==> config.mk <==
export PLATFORM = sky130hd
export DESIGN_NAME = stst_cell
export DESIGN_NICKNAME = d
export VERILOG_FILES = /design/src/hw/rtl/stst_pkg.sv /design/src/hw/rtl/stst_cell.sv
export SDC_FILE = /design/constraint.sdc
export NUM_CORES = 1
export LEC_CHECK = 0
export BUFFER_PORTS_ARGS = -buffer_cell sky130_fd_sc_hd__buf_2
export CAP_MARGIN = 20
export CORE_MARGIN = 1
export CORE_UTILIZATION = 45
export DETAILED_ROUTE_END_ITERATION = 8
export MAX_ROUTING_LAYER = met4
export PLACE_DENSITY = 0.79
export SYNTH_ARGS = -nofsm -noshare
export SYNTH_HDL_FRONTEND = slang
export SYNTH_SLANG_ARGS = --single-unit
==> constraint.sdc <==
create_clock -name clk -period 4.52 [get_ports clk]
set_clock_uncertainty 0.15 [all_clocks]
set_input_delay 0.452 -clock clk [delete_from_list [all_inputs] [get_ports clk]]
set_output_delay 0.452 -clock clk [all_outputs]
set_load 0.02 [all_outputs]
==> src/hw/rtl/stst_pkg.sv <==
`timescale 1ns / 1ps
`default_nettype none

package stst_pkg;

  localparam int DEPTH     = 64;
  localparam int KEY_WIDTH = 32;
  localparam int POS_WIDTH = $clog2(DEPTH);
  localparam int CNT_WIDTH = $clog2(DEPTH + 1);

  localparam logic OP_INSERT = 1'b0;
  localparam logic OP_SEARCH = 1'b1;

  typedef enum logic [1:0] {
    STATUS_OK   = 2'd0,
    STATUS_MISS = 2'd1,
    STATUS_FULL = 2'd2
  } status_t;

  typedef enum logic [1:0] {
    ST_IDLE,
    ST_INSERT,
    ST_COMPARE,
    ST_SEARCH
  } state_t;

  typedef struct packed {
    logic                        operation;
    logic signed [KEY_WIDTH-1:0] key;
  } in_word_t;

  typedef struct packed {
    logic [1:0]           status;
    logic [POS_WIDTH-1:0] position;
    logic [CNT_WIDTH-1:0] fill_count;
  } out_word_t;

  typedef struct packed {
    logic                        ins_en;
    logic                        cmp_en;
    logic signed [KEY_WIDTH-1:0] key;
  } cell_ctl_t;

endpackage

`default_nettype wire

==> src/hw/rtl/stst_cell.sv <==
`timescale 1ns / 1ps
`default_nettype none

module stst_cell (
  input  wire logic                                  clk,
  input  wire stst_pkg::cell_ctl_t                   ctl,
  input  wire logic                                  valid,
  input  wire logic                                  at_end,
  input  wire logic signed [stst_pkg::KEY_WIDTH-1:0] prev_entry,
  input  wire logic                                  prev_gt,
  output logic signed [stst_pkg::KEY_WIDTH-1:0]      entry,
  output logic                                       gt,
  output logic                                       take,
  output logic                                       lt,
  output logic                                       eq
);

  logic signed [stst_pkg::KEY_WIDTH-1:0] entry_r;
  logic signed [stst_pkg::KEY_WIDTH-1:0] entry_nxt;
  logic                                  lt_r;
  logic                                  eq_r;
  logic                                  move;

  assign gt   = valid && (entry_r > ctl.key);
  assign move = ctl.ins_en && (gt || at_end);
  assign take = move && !prev_gt;

  always_comb begin
    entry_nxt = entry_r;
    if (move) begin
      entry_nxt = prev_gt ? prev_entry : ctl.key;
    end
  end

  always_ff @(posedge clk) begin
    entry_r <= entry_nxt;
    if (ctl.cmp_en) begin
      lt_r <= entry_r < ctl.key;
      eq_r <= entry_r == ctl.key;
    end
  end

  assign entry = entry_r;
  assign lt    = lt_r;
  assign eq    = eq_r;

endmodule

`default_nettype wire

=== After elaboration in Yosys (flattened, before gate mapping) ===
Index checks and enable logic that the tools add are counted.

* Magnitude comparators: 2
* Equal/unequal tests: 1
* Muxes and demuxes: 1
* Reductions and logical operators: 5

{| class="wikitable"
|+ Operators with widths
! kind !! count
|-
| $eq 32x32->1 || 1
|-
| $gt 32x32->1 || 1
|-
| $lt 32x32->1 || 1
|-
| $mux 32 || 1
|-
| $logic_and 1x1->1 || 3
|-
| $logic_not 1->1 || 1
|-
| $logic_or 1x1->1 || 1
|}

* Register bits after elaboration: 34
* Input port bits: 70
* Output and inout port bits: 36
* Word-level logic and storage cells: 12

=== Depth between registers and ports, before layout ===
* Depth in word-level cells: 5
* Depth in mapped cells: 8
* Depth with buffers taken out: 8

=== Worst setup path after synthesis ===
OpenSTA, ideal clock, no wires.

* Path kind: register to register
* From: register entry_r, in the netlist entry[31]
* To: register entry_r, in the netlist entry[0], enable pin
* Setup time: 0.478 ns
* Data arrival time: 2.489 ns
* Required time: 3.892 ns
* Slack: 1.402 ns
* Stages on the path, launching flop included: 8
* Path buffers: 0
* Period minus slack after synthesis: 3.118 ns
* Cells stage by stage: edfxtp_1 -> ha_1 -> nand4_2 -> nor4_1 -> nand3_1 -> and4_2 -> a22oi_1 -> nand2_1

* Longest elaborated chain between the ends: 4

{| class="wikitable"
|+ RTL lines
! element !! RTL line !! source
|-
| from (decl) || stst_cell.sv:18 || <nowiki>logic signed [stst_pkg::KEY_WIDTH-1:0] entry_r;</nowiki>
|-
| from (signal assigned) || stst_cell.sv:36 || <nowiki>entry_r <= entry_nxt;</nowiki>
|-
| $gt 32x32->1 || stst_cell.sv:24 || <nowiki>assign gt = valid && (entry_r > ctl.key);</nowiki>
|-
| $logic_and 1x1->1 || stst_cell.sv:24 ||
|-
| $logic_or 1x1->1 || stst_cell.sv:25 || <nowiki>assign move = ctl.ins_en && (gt || at_end);</nowiki>
|-
| $logic_and 1x1->1 || stst_cell.sv:25 ||
|-
| net move || stst_cell.sv:22 || <nowiki>logic move;</nowiki>
|}

The timed path passes the listed nets, and every way through them passes these cells.
A chain may end at the register's enable or synchronous reset.

=== Worst setup path in the final report ===
* From: register entry_r, in the netlist entry[31]
* To: register entry_r, in the netlist entry[16], enable pin

The elaborated chain is that of the path after synthesis.

==> flow_metrics.tcl <==
set metrics [dict create \
    area_delta_synth_final_pct 29.8 \
    synth_cells 229 \
    drv_slew 0 \
    start_util_pct 47.0 \
    grt_pass1_wl_um 7790 \
    yosysWarnings 0 \
    cts_max_path_buffers 2 \
    hp-class "input pin to flop" \
    worst_pin_slew_ns 0.904 \
    drtAntennaViolNets 0 \
    status "finished, final reports clean" \
    finish.utilization_pct 61.1 \
    cap_violations 0 \
    cts_root_buf "clkbuf_8" \
    ys_ff_latch 34 \
    port-buffer-count 105 \
    drt_iter0_drc 61 \
    via_per_inst 4.91 \
    core_sq_um 4720 \
    synth_area_leader_cell "edfxtp_1" \
    num_io_pins 106 \
    clk_pin_slew_ns 0.06 \
    hpwl_um 3950 \
    min_path_cells 1 \
    final-setup-viol-count 0 \
    gr-total-overflow 0 \
    drive_above_1_share_pct 35.0 \
    antenna_found_initial 0 \
    setup_tns_ns 0 \
    grt_pass1_vias 1886 \
    grt_usage_pct 20.0 \
    cts_buffers 5 \
    wl_per_cell_um 12.1 \
    power_leakage_nw 1.45 \
    cts_tree "done" \
    cts-resized-gates 0 \
    die_width_um 72.3 \
    dieArea_sq_um 5220 \
    synthTopCellsByArea "edfxtp_1 46%, ha_1 18%, o21ai_0 7.7%" \
    ir_worst_vdd_mv 0.194 \
    cts_max_level 2 \
    drt_wl_total_um 4840 \
    drtPass1Iterations 6 \
    fin_nets 437 \
    relSlewSlack_pct 39.7 \
    cp_max_fo 17 \
    synth_area_per_cell_sq_um 9.70 \
    cts_hold_buf 0 \
    start_kind "flop" \
    timing.final.crit_share_pct 71.7 \
    cp_data_arrival_time_ns 3.11 \
    period_needed_ns 3.24 \
    num_rows 25 \
    cts_sinks 34 \
    grt_max_degree 65 \
    hold_viol 0 \
    clock_latency_ns 0.28 \
    synth_seq_area_share_pct 45.9 \
    syn-num-nets 331 \
    power_uw 827 \
    yosysTopAreaCellShare_pct 45.9 \
    syn_area_sq_um 2220 \
    gp_congestion 0.796 \
    post_cts_buffers 0 \
    antenna_cells 0 \
    worstPathRequired_ns 4.39 \
    rsz0062_at_grt "false" \
    critPathKind "flop to flop" \
    vias 1968 \
    ys_types 31 \
    die_y_um 72.3 \
    reg2reg_depth 8 \
    fmax_ghz 0.309 \
    p_per_area_nw_per_um2 287 \
    cp-end-kind "flop" \
    drc 0 \
]
[final timing paths]
check,startpoint,endpoint,slack [ns]
worst max-delay path,entry[31],entry[16],1.28
worst min-delay path,ctl[32],lt,0.24
worst max register to register,entry[31],entry[16],1.28
worst min register to register,entry[31],lt,0.82
[Yosys cell counts]
cell       count
a22oi_1        1
nor2_1         2
nand4_1        5
a2bb2oi_1      1
o21ai_1        1
edfxtp_1      34
a21o_1         2
nand3_1        5
a21oi_1       13
and4_1         1
o31a_1         1
a21oi_2        2
or3_1          1
inv_1         33
and2_1         1
nand4_2        1
nor3_2         1
clkbuf_1       6
nand2_1       39
ha_1          32
nor4_1         3
o211ai_1       1
mux2_2         1
nand4b_1       1
and4_2         1
buf_1          1
a221o_1        2
nor2b_1        1
a211o_1        1
o21ai_0       34
a21boi_0       1
[flip-flops by register name, indices dropped and copies added (netlist names)]
register	count
eq	1
entry	32
lt	1
[through the flow]
step | std cells | instance area (sq um) | setup slack (ns) | hold slack (ns)
final | 401 | 2890 | 1.28 | 0.244
after global routing | 401 | 2890 | 1.03 | 0.244
after CTS | 401 | 2890 | 1.24 | 0.241
after detailed placement | 395 | 2810 | 1.11 | 0.532
after global placement | 395 | 2810 | 1.22 | 0.519
after floorplan | 229 | 2220 | 1.40 | 0.414
[area by class of cell]
cell class                      count  area [sq um]
Clock inverter                      1          3.75
Fill cell                         421          1840
Inverter                           33           124
Timing Repair Buffer              106           533
Sequential cell                    34          1020
Clock buffer                        5          68.8
Tap cell                           67          83.8
Multi-Input combinational cell    155          1050
[cell families after synthesis]
| logic type | count (synthesis) | share of synthesized area [%] |
|---|---|---|
| and+or+nand+nor | 62 | 13.4 |
| muxes | 1 | 0.507 |
| AOI/OAI and AO/OA | 60 | 15.4 |
| DFF | 34 | 45.9 |
| buffers and inverters | 40 | 6.76 |
| adders and majority gates | 32 | 18.0 |
[layout by cell type, fill, tap and decap left out, types with 2 or more instances in the layout]
cell type	instances
buf_2	105
nand2_1	39
o21ai_0	34
edfxtp_1	34
inv_1	33
ha_1	32
a21oi_1	13
nand4_1	5
nand3_1	5
clkbuf_8	5
nor4_1	3
nor2_1	2
a21oi_2	2
a221o_1	2
a21o_1	2
[report_power, final]
part / internal (mW) / leakage (nW) / switching [mW]
Combinational: 0.0919 / 1.09 / 0.137
Clock: 0.100 / 0.0375 / 0.0967
Sequential: 0.387 / 0.328 / 0.0151
[per-layer routing]
layer | GRT usage, % | up-vias | wire, um
li1 | - | 1026 | -
met1 | 22.5 | 875 | 2180
met2 | 35.3 | 58 | 2390
met3 | 3.06 | 9 | 171
met4 | 8.28 | 0 | 102
met5 | - | - | 0
[worst max-delay path, cell delays in order (launching register included)]
cell	delay, ns
edfxtp_1	0.42
ha_1	0.39
nand4_2	0.19
nor4_1	0.32
nand3_1	0.18
and4_2	0.30
a22oi_1	0.21
nand2_1	0.43
buf_4	0.39
(Power assumes the default switching activity.)
